==> src/rtl/timed_counting_semaphore_assert.svh <==
// Assertion macros for the timed counting semaphore
`ifndef TIMED_COUNTING_SEMAPHORE_ASSERT_SVH
`define TIMED_COUNTING_SEMAPHORE_ASSERT_SVH
// implication checked every clock outside reset
`define TCS_ASSERT_IMP(label, clk, rstn, ante, cons) \
    label: assert property (@(posedge clk) disable iff (!rstn) (ante) |-> (cons)) \
        else $error("assertion failed");
// next-cycle implication
`define TCS_ASSERT_NEXT(label, clk, rstn, ante, cons) \
    label: assert property (@(posedge clk) disable iff (!rstn) (ante) |=> (cons)) \
        else $error("assertion failed");
`endif

==> src/rtl/tcs_pkg.sv <==
// ----------------------------------------------------------------------------
// tcs_pkg
// Types and constants shared by the timed counting semaphore.
// ----------------------------------------------------------------------------
`default_nettype none
package tcs_pkg;
    localparam int MAX_WAITERS_DEF = 16;
    localparam int CNT_W = 17;
    localparam logic signed [CNT_W-1:0] COUNT_MIN = -17'sd65536;
    localparam logic signed [CNT_W-1:0] COUNT_MAX = 17'sd65535;

    localparam logic [1:0] CMD_WAIT   = 2'd0;
    localparam logic [1:0] CMD_SIGNAL = 2'd1;
    localparam logic [1:0] CMD_TICK   = 2'd2;
    localparam logic [1:0] CMD_FLUSH  = 2'd3;

    localparam logic [2:0] ST_PASSED   = 3'd0;
    localparam logic [2:0] ST_BLOCKED  = 3'd1;
    localparam logic [2:0] ST_SIGNAL   = 3'd2;
    localparam logic [2:0] ST_TIMEOUT  = 3'd3;
    localparam logic [2:0] ST_DELETE   = 3'd4;
    localparam logic [2:0] ST_NOTHING  = 3'd5;
    localparam logic [2:0] ST_FULL     = 3'd6;

    localparam logic [1:0] REG_INITIAL_COUNT = 2'd0;

    typedef struct packed {
        logic [1:0]  command;
        logic [7:0]  thread_id;
        logic [15:0] timeout;
    } in_item_t;

    typedef struct packed {
        logic [2:0] status;
        logic [7:0] released_thread;
        logic       last;
    } out_item_t;

    // controller to datapath
    typedef struct packed {
        logic load_cfg;
        logic do_wait;
        logic do_signal;
        logic scan_start;
        logic scan_step;
        logic flush_pop;
    } dp_cmd_t;

    // datapath to controller
    typedef struct packed {
        logic       full;
        logic       empty;
        logic       wait_blocks;
        logic       signal_rel;
        logic       scan_done;
        logic       scan_fire;
        logic       flush_last;
        logic [7:0] head_thread;
        logic [7:0] scan_thread;
    } dp_status_t;
endpackage
`default_nettype wire

==> src/rtl/timed_counting_semaphore.sv <==
// ----------------------------------------------------------------------------
// timed_counting_semaphore
// Counting semaphore with a FIFO of waiting threads and per-waiter timeouts.
// ----------------------------------------------------------------------------
// Wait and signal each yield one result. A tick walks the waiter slots in
// order and emits one result per timed-out waiter, or a single nothing result
// when none times out; release-all pops one waiter per cycle while the output
// register has room, or emits a single nothing result when the queue is empty.
// The sequencer handles one transaction at a time; results stall the walk
// while the output register is full. Writing initial_count also loads the
// count.
`default_nettype none
module timed_counting_semaphore #(
    parameter int MAX_WAITERS = tcs_pkg::MAX_WAITERS_DEF
) (
    input  wire logic               aclk,
    input  wire logic               aresetn,
    input  wire logic               s_valid,
    output logic                    s_ready,
    input  wire tcs_pkg::in_item_t  s_data,
    output logic                    m_valid,
    input  wire logic               m_ready,
    output tcs_pkg::out_item_t      m_data,
    input  wire logic               psel,
    input  wire logic               penable,
    input  wire logic               pwrite,
    input  wire logic [1:0]         paddr,
    input  wire logic [31:0]        pwdata,
    output logic [31:0]             prdata,
    output logic                    pready
);
    `include "timed_counting_semaphore_assert.svh"

    logic [14:0] init_reg;
    logic cfg_write, reg_hit;
    tcs_pkg::dp_cmd_t    cmd;
    tcs_pkg::dp_status_t status;

    assign pready    = 1'b1;
    assign reg_hit   = (paddr == {tcs_pkg::REG_INITIAL_COUNT});
    assign cfg_write = psel && penable && pwrite && reg_hit;
    assign prdata    = reg_hit ? {17'd0, init_reg} : '0;

    always_ff @(posedge aclk) begin
        if (!aresetn) begin
            init_reg <= '0;
        end else if (cfg_write) begin
            init_reg <= pwdata[14:0];
        end
    end

    tcs_controller u_ctrl (
        .aclk, .aresetn, .s_valid, .s_ready, .s_data,
        .m_valid, .m_ready, .m_data, .cfg_write, .status, .cmd
    );

    tcs_datapath #(.MAX_WAITERS(MAX_WAITERS)) u_dp (
        .aclk, .aresetn, .cmd, .item(s_data), .cfg_count(pwdata[14:0]), .status
    );

    `TCS_ASSERT_NEXT(a_hold, aclk, aresetn, m_valid && !m_ready, m_valid && $stable(m_data))
    `TCS_ASSERT_IMP(a_one_op, aclk, aresetn, 1'b1,
        $onehot0({cmd.do_wait, cmd.do_signal, cmd.scan_step, cmd.flush_pop}))
    `TCS_ASSERT_IMP(a_no_wait_full, aclk, aresetn, cmd.do_wait, !status.full)
endmodule
`default_nettype wire

==> src/rtl/tcs_datapath.sv <==
// ----------------------------------------------------------------------------
// tcs_datapath
// Semaphore count and waiter queue held as shifting register slots.
// ----------------------------------------------------------------------------
`default_nettype none
module tcs_datapath #(
    parameter int MAX_WAITERS = tcs_pkg::MAX_WAITERS_DEF
) (
    input  wire logic                 aclk,
    input  wire logic                 aresetn,
    input  wire tcs_pkg::dp_cmd_t     cmd,
    input  wire tcs_pkg::in_item_t    item,
    input  wire logic [14:0]          cfg_count,
    output tcs_pkg::dp_status_t       status
);
    localparam int IW = (MAX_WAITERS > 1) ? $clog2(MAX_WAITERS) : 1;
    localparam int TW = $clog2(MAX_WAITERS + 1);

    logic signed [tcs_pkg::CNT_W-1:0] count_reg, count_next, cnt_dec, cnt_inc;
    logic [TW-1:0] total_reg, total_next;
    logic [TW-1:0] scan_reg, scan_next;
    logic [7:0]  thr_reg [MAX_WAITERS];
    logic [15:0] lim_reg [MAX_WAITERS];
    logic [15:0] ela_reg [MAX_WAITERS];
    logic [IW-1:0] sidx;
    logic [15:0] ela_inc;
    logic remove;
    logic [IW-1:0] ridx;

    assign sidx = scan_reg[IW-1:0];
    assign cnt_dec = (count_reg > tcs_pkg::COUNT_MIN) ? count_reg - 17'sd1 : count_reg;
    assign cnt_inc = (count_reg < tcs_pkg::COUNT_MAX) ? count_reg + 17'sd1 : count_reg;
    assign ela_inc = ela_reg[sidx] + 16'd1;

    always_comb begin
        status.full        = (total_reg == TW'(MAX_WAITERS));
        status.empty       = (total_reg == '0);
        status.wait_blocks = cnt_dec < 0;
        status.signal_rel  = (cnt_inc <= 0) && (total_reg != '0);
        status.scan_done   = (scan_reg >= total_reg);
        status.scan_fire   = (lim_reg[sidx] != '0) && (ela_inc == lim_reg[sidx]);
        status.flush_last  = (total_reg == TW'(1));
        status.head_thread = thr_reg[0];
        status.scan_thread = thr_reg[sidx];
    end

    always_comb begin
        count_next = count_reg;
        total_next = total_reg;
        scan_next  = scan_reg;
        remove     = 1'b0;
        ridx       = '0;
        if (cmd.load_cfg) begin
            count_next = tcs_pkg::CNT_W'(cfg_count);
        end
        if (cmd.do_wait) begin
            count_next = cnt_dec;
            if (status.wait_blocks) begin
                total_next = total_reg + TW'(1);
            end
        end
        if (cmd.do_signal) begin
            count_next = cnt_inc;
            if (status.signal_rel) begin
                remove = 1'b1;
            end
        end
        if (cmd.flush_pop) begin
            remove = 1'b1;
        end
        if (cmd.scan_start) begin
            scan_next = '0;
        end
        if (cmd.scan_step) begin
            if (status.scan_fire) begin
                remove = 1'b1;
                ridx   = sidx;
            end else begin
                scan_next = scan_reg + TW'(1);
            end
        end
        if (remove) begin
            total_next = total_reg - TW'(1);
        end
    end

    always_ff @(posedge aclk) begin
        if (!aresetn) begin
            count_reg <= '0;
            total_reg <= '0;
            scan_reg  <= '0;
        end else begin
            count_reg <= count_next;
            total_reg <= total_next;
            scan_reg  <= scan_next;
        end
    end

    always_ff @(posedge aclk) begin
        for (int i = 0; i < MAX_WAITERS; i++) begin
            if (cmd.do_wait && status.wait_blocks && (total_reg == TW'(i))) begin
                thr_reg[i] <= item.thread_id;
                lim_reg[i] <= item.timeout;
                ela_reg[i] <= '0;
            end else if (remove && (TW'(i) >= TW'(ridx))) begin
                if (i + 1 < MAX_WAITERS) begin
                    thr_reg[i] <= thr_reg[(i + 1) % MAX_WAITERS];
                    lim_reg[i] <= lim_reg[(i + 1) % MAX_WAITERS];
                    ela_reg[i] <= ela_reg[(i + 1) % MAX_WAITERS];
                end
            end else if (cmd.scan_step && (TW'(i) == scan_reg) && lim_reg[i] != '0) begin
                ela_reg[i] <= ela_inc;
            end
        end
    end
endmodule
`default_nettype wire

==> src/rtl/tcs_controller.sv <==
// ----------------------------------------------------------------------------
// tcs_controller
// Sequencer: accepts a transaction, drives the datapath, produces results.
// ----------------------------------------------------------------------------
`default_nettype none
module tcs_controller (
    input  wire logic                aclk,
    input  wire logic                aresetn,
    input  wire logic                s_valid,
    output logic                     s_ready,
    input  wire tcs_pkg::in_item_t   s_data,
    output logic                     m_valid,
    input  wire logic                m_ready,
    output tcs_pkg::out_item_t       m_data,
    input  wire logic                cfg_write,
    input  wire tcs_pkg::dp_status_t status,
    output tcs_pkg::dp_cmd_t         cmd
);
    typedef enum logic [3:0] {
        S_IDLE  = 4'b0001,
        S_SCAN  = 4'b0010,
        S_FLUSH = 4'b0100,
        S_OUT   = 4'b1000
    } state_t;

    state_t state_reg, state_next;
    logic   fired_reg, fired_next;
    logic   mv_reg, mv_next;
    tcs_pkg::out_item_t md_reg, md_next;
    logic   accept, slot_free;

    assign slot_free = !mv_reg || m_ready;
    assign s_ready   = (state_reg == S_IDLE) && slot_free;
    assign accept    = s_valid && s_ready;
    assign m_valid   = mv_reg;
    assign m_data    = md_reg;

    always_comb begin
        state_next = state_reg;
        fired_next = fired_reg;
        mv_next    = mv_reg && !m_ready;
        md_next    = md_reg;
        cmd        = '0;
        cmd.load_cfg = cfg_write;
        case (state_reg)
            S_IDLE: begin
                if (accept) begin
                    mv_next = 1'b1;
                    md_next.last = 1'b1;
                    md_next.released_thread = s_data.thread_id;
                    case (s_data.command)
                        tcs_pkg::CMD_WAIT: begin
                            if (status.full) begin
                                md_next.status = tcs_pkg::ST_FULL;
                            end else begin
                                cmd.do_wait = 1'b1;
                                md_next.status = status.wait_blocks ?
                                    tcs_pkg::ST_BLOCKED : tcs_pkg::ST_PASSED;
                            end
                        end
                        tcs_pkg::CMD_SIGNAL: begin
                            cmd.do_signal = 1'b1;
                            if (status.signal_rel) begin
                                md_next.status = tcs_pkg::ST_SIGNAL;
                                md_next.released_thread = status.head_thread;
                            end else begin
                                md_next.status = tcs_pkg::ST_NOTHING;
                                md_next.released_thread = '0;
                            end
                        end
                        tcs_pkg::CMD_TICK: begin
                            mv_next = 1'b0;
                            cmd.scan_start = 1'b1;
                            fired_next = 1'b0;
                            state_next = S_SCAN;
                        end
                        default: begin
                            mv_next = 1'b0;
                            state_next = S_FLUSH;
                        end
                    endcase
                end
            end
            S_SCAN: begin
                if (status.scan_done) begin
                    if (!fired_reg) begin
                        state_next = S_OUT;
                    end else if (slot_free) begin
                        state_next = S_IDLE;
                    end
                end else if (slot_free) begin
                    if (status.scan_fire && fired_reg) begin
                        mv_next = 1'b1;
                        fired_next = 1'b0;
                    end else begin
                        cmd.scan_step = 1'b1;
                        if (status.scan_fire) begin
                            fired_next = 1'b1;
                            md_next.status = tcs_pkg::ST_TIMEOUT;
                            md_next.released_thread = status.scan_thread;
                            md_next.last = 1'b0;
                        end
                    end
                end
            end
            S_FLUSH: begin
                if (status.empty) begin
                    state_next = S_OUT;
                end else if (slot_free) begin
                    cmd.flush_pop = 1'b1;
                    mv_next = 1'b1;
                    md_next.status = tcs_pkg::ST_DELETE;
                    md_next.released_thread = status.head_thread;
                    md_next.last = status.flush_last;
                    if (status.flush_last) begin
                        state_next = S_IDLE;
                    end
                end
            end
            S_OUT: begin
                if (slot_free) begin
                    mv_next = 1'b1;
                    md_next.status = tcs_pkg::ST_NOTHING;
                    md_next.released_thread = '0;
                    md_next.last = 1'b1;
                    state_next = S_IDLE;
                end
            end
            default: state_next = S_IDLE;
        endcase
        // on a tick, hold the last found timeout until the walk ends, then release it as last
        if (state_reg == S_SCAN && status.scan_done && fired_reg && slot_free) begin
            mv_next = 1'b1;
            fired_next = 1'b0;
            md_next.last = 1'b1;
        end
    end

    always_ff @(posedge aclk) begin
        if (!aresetn) begin
            state_reg <= S_IDLE;
            mv_reg    <= 1'b0;
            fired_reg <= 1'b0;
        end else begin
            state_reg <= state_next;
            mv_reg    <= mv_next;
            fired_reg <= fired_next;
        end
    end

    always_ff @(posedge aclk) begin
        md_reg <= md_next;
    end
endmodule
`default_nettype wire
==> config.mk <==
export PLATFORM = sky130hd
export DESIGN_NAME = timed_counting_semaphore
export DESIGN_NICKNAME = d
export VERILOG_FILES = /design/src/rtl/tcs_pkg.sv /design/src/rtl/timed_counting_semaphore.sv /design/src/rtl/tcs_datapath.sv /design/src/rtl/tcs_controller.sv
export VERILOG_INCLUDE_DIRS = /design/src /design/src/rtl
export SDC_FILE = /design/constraint.sdc
export NUM_CORES = 1
export LEC_CHECK = 0
export ABC_AREA = 1
export BUFFER_PORTS_ARGS = -buffer_cell sky130_fd_sc_hd__buf_2
export CAP_MARGIN = 30
export CELL_PAD_IN_SITES_DETAIL_PLACEMENT = 1
export CELL_PAD_IN_SITES_GLOBAL_PLACEMENT = 2
export CORE_ASPECT_RATIO = 0.9
export CORE_UTILIZATION = 24
export CTS_CLUSTER_SIZE = 28
export DETAILED_ROUTE_END_ITERATION = 6
export HOLD_SLACK_MARGIN = 0.05
export PLACE_DENSITY = 0.54
export SLEW_MARGIN = 20
export SYNTH_ARGS = -nofsm -noshare
export SYNTH_HDL_FRONTEND = slang
export SYNTH_HIERARCHICAL = 1
export SYNTH_SLANG_ARGS = --single-unit
==> constraint.sdc <==
create_clock -name aclk -period 6.45 [get_ports aclk]
set_input_delay 0.9675 -clock aclk [delete_from_list [all_inputs] [get_ports aclk]]
set_output_delay 0.9675 -clock aclk [all_outputs]
set_load 0.05 [all_outputs]
* Word-level counts from Yosys, hierarchy flattened
Memory sizes are Yosys's and may differ from the RTL's. A register that Yosys moved wholly into a read port is not among the register bits.
Index checks and enable logic that the tools add are counted.
** Storage, ports and cells
- Flip-flop bits (word level) :: 60
- Memory bits (writable) :: 640
- Bits of input ports :: 67
- Output and inout bits :: 47
- Word-level logic and storage cells :: 555
- Memories :: 3
** Operators by class
- Add/sub/neg operators :: 6
- $lt $le $gt $ge :: 20
- Equal/unequal tests :: 53
- Multiplexer cells :: 285
- Bitwise logic cells :: 62
- Reductions and logical operators :: 116
** Memory list
- u_dp.ela_reg :: words 16, width 16, read ports 16, clocked after memory_dff 1, write ports 15, RTL line tcs_datapath.sv:24 : logic [15:0] ela_reg [MAX_WAITERS];
- u_dp.lim_reg :: words 16, width 16, read ports 17, clocked after memory_dff 1, write ports 15, RTL line tcs_datapath.sv:23 : logic [15:0] lim_reg [MAX_WAITERS];
- u_dp.thr_reg :: words 16, width 8, read ports 17, clocked after memory_dff 1, write ports 15, RTL line tcs_datapath.sv:22 : logic [7:0] thr_reg [MAX_WAITERS];
** Operator list (count)
- 16-bit 2-to-1 mux :: 48
- 16-bit nonzero test :: 17
- 1-bit 2-to-1 mux :: 175
- 8-bit 2-to-1 mux :: 17
- 12-bit 2-to-1 mux :: 8
- 17-bit 2-to-1 mux :: 5
- 1-bit logical AND :: 76
- 1-bit bitwise OR :: 61
- 4-bit 2-to-1 mux :: 15
- 12-bit one-hot mux with 4 select lines :: 1
- 4-bit by 5-bit == test with 1-bit output, first input constant :: 8
- 5-bit by 4-bit == test with 1-bit output, second input constant :: 8
- 16-bit OR reduction :: 2
- 5-bit 2-to-1 mux :: 6
- 4-bit >= comparator, first input constant :: 7
- 3-bit by 5-bit == test with 1-bit output, first input constant :: 4
- 5-bit by 3-bit == test with 1-bit output, second input constant :: 4
- 17-bit by 2-bit adder with 17-bit output, second input constant :: 1
- 17-bit greater-than comparator, second input constant :: 1
- 17-bit by 1-bit <= comparator with 1-bit output, second input constant :: 1
- 17-bit by 1-bit < comparator with 1-bit output, second input constant :: 1
- 17-bit < comparator, second input constant :: 1
- 17-bit by 2-bit subtractor with 17-bit output, second input constant :: 1
- 16-bit by 1-bit adder with 16-bit output, second input constant :: 1
- 47 further kinds :: 73

* Logic depth before layout (Yosys ltp)
Gate-level depths: netlist of the first run.
- Word-level depth :: 17
- Mapped depth :: 40

* Modules after synthesis
Netlist of the first run, hierarchy kept.
** Modules (own cells, without submodules)
- tcs_datapath :: times used 1, cells an instance 4923, area an instance 38702.1 um2, seq. area each 19759.0 um2
- tcs_controller :: times used 1, cells an instance 196, area an instance 1333.8 um2, seq. area each 470.5 um2
- timed_counting_semaphore :: times used 1, cells an instance 154, area an instance 969.7 um2, seq. area each 300.3 um2

* Least setup slack after synthesis of the first run
No wires, ideal clock.
- Path type :: register -> register
- From :: reg u_dp.scan_reg[1]
- To :: mem u_dp.ela_reg[0][0], enable pin
- Library setup time :: 0.373 ns
- Data arrival time :: 5.084 ns
- Required time :: 6.077 ns
- Path slack :: 0.993 ns
- Stages on the path, launching flop included :: 36
- Buffers on the path :: 5
- Cell sequence :: dfxtp_1 > buf_4 > clkbuf_1 > nand2_1 > nand2_1 > nand2_1 > nand2_1 > inv_1 > nand2_1 > clkbuf_1 > ha_1 > clkbuf_1 > clkinv_1 > o21ai_0 > nand2_1 > nor2_1 > nand3_1 > nor2_1 > nand3_1 > nor2_1 > nand2_1 > nor2_1 > nand2_1 > inv_1 > nand2_1 > nand2_1 > nor3_1 > buf_2 > inv_1 > nor2_4 > nand2_2 > nand2_4 > inv_4 > nand2_1 > nand2_1 > or2_1
** RTL lines
- start, declared :: RTL line tcs_datapath.sv:21 : logic [TW-1:0] scan_reg, scan_next;
- start signal, assigned :: RTL line tcs_datapath.sv:95 : scan_reg <= scan_next;
- end, declared :: RTL line tcs_datapath.sv:24

==> impl_metrics.json, run 1 <==
{
  "synth.distinct_cells": 54,
  "hold_viol": 0,
  "hold_depth": 2,
  "via_per_inst": 4.81,
  "seqPwrFrac_pct": 44.6,
  "antenna_left": 0,
  "grt_pass1_wl_um": 277000,
  "crit_family": "simple AND/OR/NAND/NOR gates",
  "fp-row-count": 143,
  "drcViolationCount": 6,
  "ys_warn_count": 6,
  "cts_max_path_buffers": 3,
  "rr_endpoint": "u_dp/ela_reg[8][10]$_SDFFCE_PN0P_",
  "cts_tree": "done",
  "synth_edf_count": 651,
  "hold_class": "reg2reg",
  "r2r.worst_path.cells": 32,
  "layout_setup_ws_ns": 0.482,
  "cp.arrival_ns": 6.42,
  "start_kind": "flip-flop",
  "final_common_cell": "nand2_1",
  "drive_gt1_share_pct": 11.1,
  "intPower_uw": 8240,
  "tightest_slew_ns": 0.987,
  "violations": "design-rule violations",
  "rsz0062_at_grt": "false",
  "p_clk_share_pct": 42.9,
  "switchingPower_uw": 3340,
  "crit-reg2reg-launch": "u_dp/scan_reg[0]$_SDFF_PN0_",
  "die-area_um2": 173000,
  "gr-total-overflow": 0,
  "outcome": "finished with violations",
  "area_delta_synth_final_pct": 19.4,
  "fin_setup_tns_ns": 0,
  "crit_path_frequent_cell": "nand2_1",
  "pre_cts_slack_ns": 0.126,
  "final_nets": 5537,
  "syn_area_um2": 41000,
  "wl_per_cell_um": 24.6,
  "synthCells": 5273,
  "power_leakage_uw": 0.0211,
  "vdd_drop_max_v": 0.000227,
  "synth_fa_ha_area_share_pct": 0.580,
  "htreeDepth": 3,
  "period_share_pct": 92.5,
  "slowest_stage": "nor2_1",
  "synth-xor-area-share_pct": 0.589,
  "firstDrtPassIters": 7,
  "clock_latency_ns": 0.73,
  "cpPeakStageDelay_ns": 0.73,
  "core_um2": 169000,
  "yosys.area.top_type": "edfxtp_1",
  "worst-path-buf-inv": 7,
  "drt-total-wl_um": 191000,
  "die_x_um": 438,
  "netlist_top_cells_area": "edfxtp_1 48%, nand2_1 16%, inv_1 6.1%",
  "cts_root_buffer": "clkbuf_16",
  "antenna_found_initial": 14,
  "skew_ns": 0.0691,
  "postCtsSetupBuffers": 0,
  "path_clk_slew_ns": 0.06,
  "grt.total_usage_pct": 22.0,
  "path_class": "reg2reg",
  "power_density_nw_per_um2": 237,
  "layout_min_cycle_time_ns": 5.97,
  "switching_share_pct": 28.8,
  "vias": 37400,
  "io_pins": 114,
  "synth_mux_area_share_pct": 0,
  "slew_viol_final": 0,
  "final.fill_count": 20300,
  "slew_headroom_pct": 34.2,
  "synthSimpleGateAreaFrac_pct": 27.4,
  "fmaxAchievable_mhz": 168,
  "drt_iter0_markers": 2769,
  "crit_required_ns": 6.90,
  "numCtsBuffers": 93,
  "yosysTopAreaCellShare_pct": 47.7,
  "synth-seq-cells": 700,
  "io_buffers": 78,
  "async_reset_ff_share_pct": 0,
  "dp_hpwl_um": 139000,
  "maxCapViolations": 0,
  "crit_end": "u_dp/ela_reg[8][10]$_SDFFCE_PN0P_",
  "cts_sinks": 700,
  "die_h_um": 394,
  "critical_path_depth": 32,
  "synth_top_family_by_area": "simple AND/OR/NAND/NOR gates",
  "startpoint": "u_dp/scan_reg[0]$_SDFF_PN0_",
  "end_kind": "flip-flop",
  "power_uw": 11600,
  "most-common-layout-cells": "1709 x nand2_1, 670 x inv_1, 651 x edfxtp_1, 381 x o21ai_0, 333 x nand3_1",
  "initial_core_util_pct": 24.2,
  "grt_pass1_vias": 37300,
  "synth-compound-area-share_pct": 10.8,
  "gp_congestion": 0.833,
  "cp_max_fo": 36,
  "setup_violations": 0,
  "grt_max_degree": 76,
  "ys.flop_type": "edfxtp_1",
  "ff2ff_setup_slack_ns": 0.48,
  "ys_seq_area_share_pct": 50.1,
  "combPwrFrac_pct": 12.5,
  "avgSynthCellArea_um2": 7.78
}
## cell type report
| type | count | area [um2] | share of cell area (%) |
|---|---|---|---|
| well taps | 2247 | 2810 | 5.74 |
| repair buffers | 391 | 3780 | 7.72 |
| diodes | 2 | 5.00 | 0.0102 |
| flip-flops and latches | 700 | 20500 | 41.9 |
| clock inverters | 44 | 302 | 0.616 |
| inverters | 709 | 2680 | 5.47 |
| multi-input cells | 3556 | 16400 | 33.5 |
| clock buffers | 120 | 2470 | 5.05 |
## synth_stat cells (18+ instances only)
| cell | count |
|---|---|
| a21oi_1 | 190 |
| buf_2 | 128 |
| buf_4 | 58 |
| clkbuf_1 | 122 |
| dfxtp_1 | 49 |
| edfxtp_1 | 651 |
| ha_1 | 19 |
| inv_1 | 670 |
| inv_2 | 25 |
| nand2_1 | 1713 |
| nand2_2 | 18 |
| nand3_1 | 337 |
| nand4_1 | 149 |
| nor2_1 | 295 |
| nor3_1 | 41 |
| nor4_1 | 42 |
| o211ai_1 | 26 |
| o21ai_0 | 382 |
| o21ai_1 | 146 |
| o22ai_1 | 55 |
| xor2_1 | 22 |
## kinds of logic (layout without fill, tap and decap cells)
kind of cell               count (synthesis)  in the layout
and+or+nand+nor                         2657           2657
buffers and inverters                   1033           1264
AOI/OAI and AO/OA                        836            836
DFF                                      700            700
xor gates and xnor gates                  26             26
adders and majority gates                 19             19
other                                      2             20
## power by group through the flow
stage	logic (uW)	registers (uW)	clock network, uW
after floorplan	800	5380	0
after global placement	1450	5260	0
after detailed placement	1460	5270	0
after CTS	1460	5170	5130
after global routing	1590	5180	5250
final	1450	5170	4970
## how the worst min path moves through the flow
stage	to	slack, ns	start
floorplan	init_reg[0]$_SDFFE_PN0P_	0.45	init_reg[0]$_SDFFE_PN0P_
global placement	u_ctrl/m_data[0]$_SDFFE_PP1P_	0.45	u_ctrl/m_data[0]$_SDFFE_PP1P_
finish	u_ctrl/m_data[0]$_SDFFE_PP1P_	0.46	u_ctrl/m_data[0]$_SDFFE_PP1P_
detailed placement	u_ctrl/m_data[0]$_SDFFE_PP1P_	0.45	u_ctrl/m_data[0]$_SDFFE_PP1P_
global route	u_ctrl/m_data[0]$_SDFFE_PP1P_	0.48	u_ctrl/m_data[0]$_SDFFE_PP1P_
CTS	u_ctrl/m_data[0]$_SDFFE_PP1P_	0.46	u_ctrl/m_data[0]$_SDFFE_PP1P_
## routing by layer
| metal | vias up | share of wire, % | wire, um | global-route usage, % |
|---|---|---|---|---|
| met5 | - | 0.0068 | 13 | 0 |
| met4 | 2 | 1.8 | 3430 | 4.23 |
| met3 | 173 | 4.4 | 8510 | 2.35 |
| met2 | 834 | 42 | 81200 | 32.8 |
| met1 | 18600 | 51 | 98300 | 33.7 |
| li1 | 17800 | - | - | - |
## timing repair
item                       CTS  global route
hold buffers                 0             0
setup endpoints to repair    0           591
gates resized for setup      0             2
## tightest hold or removal path, stage by stage (launching register included)
cell	delay, ns
dfxtp_1	0.32
nand2_1	0.05
nand3_1	0.05
## through the flow
step / instance area, um2 / hold WS, ns / utilization (%) / std cells
floorplan: 41100 / 0.453 / - / 5289
global placement: 46200 / 0.451 / 27.3 / 7603
detailed placement: 46200 / 0.447 / 27.3 / 7603
CTS: 49000 / 0.464 / 28.9 / 7767
global route: 49000 / 0.481 / 28.9 / 7767
finish: 49000 / 0.456 / 28.9 / 7769
Note: power is estimated with default switching activity, not from simulation.
==> run 2, diff against run 1 <==
--- a/config.mk
+++ b/config.mk
@@ -13,12 +13,12 @@
 export CELL_PAD_IN_SITES_GLOBAL_PLACEMENT = 2
 export CORE_ASPECT_RATIO = 0.9
 export CORE_UTILIZATION = 24
+export CTS_BUF_LIST = sky130_fd_sc_hd__clkbuf_8
 export CTS_CLUSTER_SIZE = 28
 export DETAILED_ROUTE_END_ITERATION = 6
 export HOLD_SLACK_MARGIN = 0.05
-export PLACE_DENSITY = 0.54
+export PLACE_DENSITY = 0.53
 export SLEW_MARGIN = 20
 export SYNTH_ARGS = -nofsm -noshare
 export SYNTH_HDL_FRONTEND = slang
-export SYNTH_HIERARCHICAL = 1
 export SYNTH_SLANG_ARGS = --single-unit
==> run 2 against run 1 <==
Net effect: combinational power shrank 26%; critical path type unchanged; cell area is 8.0% lower; non-clock buffer count is 161 lower; clock power shrank 12%; sequential share of layout area increased by 3.6 points; via count is 10% lower; the flow now finishes without violations; critical endpoint is now u_dp.ela_reg[2][13]$_DFFE_PP_; critical path depth fell by 7; cell count fell by 8.0%; fmax fell by 0.59%; core utilization fell by 1.2 points; synthesized cell count shrank 8.3%.
==> impl_metrics.json, run 2 <==
{
  "outcome": "complete, no violations",
  "hold_viol": 0,
  "antenna_found_initial": 14,
  "ys.flop_type": "edfxtp_1",
  "synth_edf_count": 651,
  "netlist_top_cells_area": "edfxtp_1 49%, nand2_1 13%, o21ai_0 6.3%",
  "die_x_um": 430,
  "synth.distinct_cells": 59,
  "cts_sinks": 700,
  "crit_required_ns": 6.96,
  "wl_per_cell_um": 22.9,
  "ys_seq_area_share_pct": 51.9,
  "drt_iter0_markers": 2258,
  "intPower_uw": 7510,
  "path_class": "reg2reg",
  "avgSynthCellArea_um2": 8.18,
  "most-common-layout-cells": "1362 x nand2_1, 696 x inv_1, 651 x edfxtp_1, 487 x o21ai_0, 253 x nor2_1",
  "met2_usage_pct": 31.0,
  "tightest_slew_ns": 0.955,
  "io_pins": 114,
  "setup_violations": 0,
  "switching_share_pct": 29.0,
  "grt.total_usage_pct": 19.5,
  "dp_hpwl_um": 118000,
  "hold_depth": 3,
  "slew_viol_final": 0,
  "syn_area_um2": 39500,
  "yosys.area.top_type": "edfxtp_1",
  "synth_common_cells": "1362 x nand2_1, 651 x edfxtp_1, 641 x inv_1",
  "p_clk_share_pct": 41.4,
  "placed_cell_area_um2": 42400,
  "gp_congestion": 0.810,
  "power_density_nw_per_um2": 235,
  "min_from": "pwdata[1]",
  "power_leakage_uw": 0.0182,
  "end_kind": "flip-flop",
  "fin_util_pct": 27.7,
  "grt_max_degree": 119,
  "gr-total-overflow": 0,
  "r2r.worst_path.cells": 25,
  "maxCapViolations": 0,
  "firstDrtPassIters": 5,
  "final_common_cell": "nand2_1",
  "stdcell_area_um2": 45100,
  "final_nets": 4997,
  "area_delta_synth_final_pct": 14.0,
  "ff2ff_setup_slack_ns": 0.45,
  "hold_class": "in2reg",
  "cp_max_fo": 94,
  "core_um2": 163000,
  "cts_hold_buf": 0,
  "skew_ns": 0.0369,
  "cts_root_buffer": "clkbuf_8",
  "slew_headroom_pct": 35.7,
  "vias": 33600,
  "cts_max_path_buffers": 3,
  "fmaxAchievable_mhz": 167,
  "rsz0062_at_grt": "false",
  "drcViolationCount": 0,
  "initial_core_util_pct": 24.3,
  "crit-reg2reg-launch": "u_dp.scan_reg[0]$_SDFF_PN0_",
  "switchingPower_uw": 3060,
  "grt_pass1_vias": 34400,
  "drt-total-wl_um": 164000,
  "htreeDepth": 4,
  "combPwrFrac_pct": 10.1,
  "met3_usage_pct": 3.27,
  "grt_pass1_wl_um": 239000,
  "vdd_drop_max_v": 0.000202,
  "layout_min_cycle_time_ns": 6.00,
  "fin_setup_tns_ns": 0,
  "cts_tree": "done",
  "die_h_um": 387,
  "die-area_um2": 166000,
  "period_share_pct": 93.1,
  "use_met1_pct": 27.5,
  "async_reset_ff_share_pct": 0,
  "drive_gt1_share_pct": 9.72,
  "top_usage_layer": "met2",
  "postCtsSetupBuffers": 0,
  "antenna_left": 0,
  "seqPwrFrac_pct": 48.5,
  "cp.arrival_ns": 6.51,
  "yosysTopAreaCellShare_pct": 49.5,
  "synthCells": 4835,
  "start_kind": "flip-flop",
  "fp-row-count": 140,
  "path_clk_slew_ns": 0.06,
  "synth-seq-cells": 700,
  "io_buffers": 78,
  "cts.repair.resized": 0,
  "rr_endpoint": "u_dp.ela_reg[2][13]$_DFFE_PP_",
  "numCtsBuffers": 148,
  "via_per_inst": 4.70,
  "power_uw": 10600,
  "synth.most_common_cell": "nand2_1",
  "ys_warn_count": 0,
  "holdPathEnd": "u_dp.count_reg[1]$_SDFFE_PN0P_",
  "clock_latency_ns": 0.86
}
==> run 2: cell count changes in the layout (fill, tap and decap cells not counted), moves of 95 or more <==
cell and change:
nand2_1 -347, clkbuf_8 +150, nand3_1 -128, o21ai_0 +106, buf_4 -95, clkbuf_16 -95
==> run 2: worst max-delay path, stage by stage, from the launching register on <==
cell and delay (ns):
dfxtp_4 0.62, inv_8 0.27, o21ai_0 0.37, nand2_1 0.16, a21oi_1 0.26, nand2_2 0.09
ha_1 0.44, inv_1 0.12, nor2_1 0.05, nor2_1 0.09, nand2_1 0.06, nor2_1 0.10
nand2_1 0.07, nor2_1 0.12, nand3_1 0.14, nor3_2 0.33, buf_4 0.19, nand4_2 0.18
nand2_4 0.29, nand2_4 0.07, inv_2 0.28, nand2_2 0.27, o21ai_4 0.41, inv_1 0.09
nand2_1 0.09, buf_4 0.27
==> run 2: kinds of logic (layout without fill, tap and decap cells) <==
group	after synthesis	count (layout)	share of synthesized area, %
AO/OA/AOI/OAI	1064	1064	15.0
XOR/XNOR	20	20	0.443
adder cells (fa/ha/maj)	19	19	0.601
buffers and inverters	983	1150	10.4
flip-flops	700	700	51.9
other	2	21	0.0190
AND/OR/NAND/NOR	2047	2047	21.6
==> run 2: power by group through the flow <==
| stage | registers [uW] | clock network, uW | logic [uW] |
|---|---|---|---|
| 2_1_floorplan | 5340 | 0 | 594 |
| 3_3_place_gp | 5220 | 0 | 1070 |
| 3_5_place_dp | 5220 | 0 | 1080 |
| 4_1_cts | 5130 | 4560 | 1090 |
| 5_1_grt | 5140 | 4710 | 1180 |
| 6_report | 5130 | 4380 | 1070 |
==> run 2: area by class of cell <==
cell class	instances	area (um2)
fillers	19300	118000
flip-flops and latches	700	20500
multi-input cells	3168	15100
well taps	2130	2670
inverters	663	2500
clock buffers	150	2060
repair buffers	230	1730
clock inverters	107	485
diodes	3	7.51
==> run 2: stage by stage <==
stage	hold WS [ns]	instances	setup slack [ns]
2_1_floorplan	0.430	4851	0.781
3_3_place_gp	0.445	6886	0.360
3_5_place_dp	0.452	6888	0.360
4_1_cts	0.315	7145	0.310
5_1_grt	0.352	7149	0.156
6_report	0.407	7151	0.447
==> run 2: routing by layer <==
metal / vias to the layer above / wire length, um
li1: 16400 / -
met1: 16400 / 81000
met2: 557 / 73500
met3: 209 / 6410
met4: 2 / 3010
met5: - / 228
==> run 2: worst max path at each step <==
stage,startpoint,end,slack [ns],depth (start not counted)
after detailed placement,u_dp.scan_reg[0]$_SDFF_PN0_,u_dp.ela_reg[2][7]$_DFFE_PP_,0.36,28
after CTS,u_dp.scan_reg[0]$_SDFF_PN0_,u_dp.ela_reg[2][13]$_DFFE_PP_,0.31,28
final,u_dp.scan_reg[0]$_SDFF_PN0_,u_dp.ela_reg[2][13]$_DFFE_PP_,0.45,25
after floorplan,m_ready,u_dp.ela_reg[6][0]$_DFFE_PP_,0.78,10
after global routing,u_dp.scan_reg[0]$_SDFF_PN0_,u_dp.ela_reg[6][13]$_DFFE_PP_,0.16,27
after global placement,u_dp.scan_reg[0]$_SDFF_PN0_,u_dp.ela_reg[2][7]$_DFFE_PP_,0.36,28
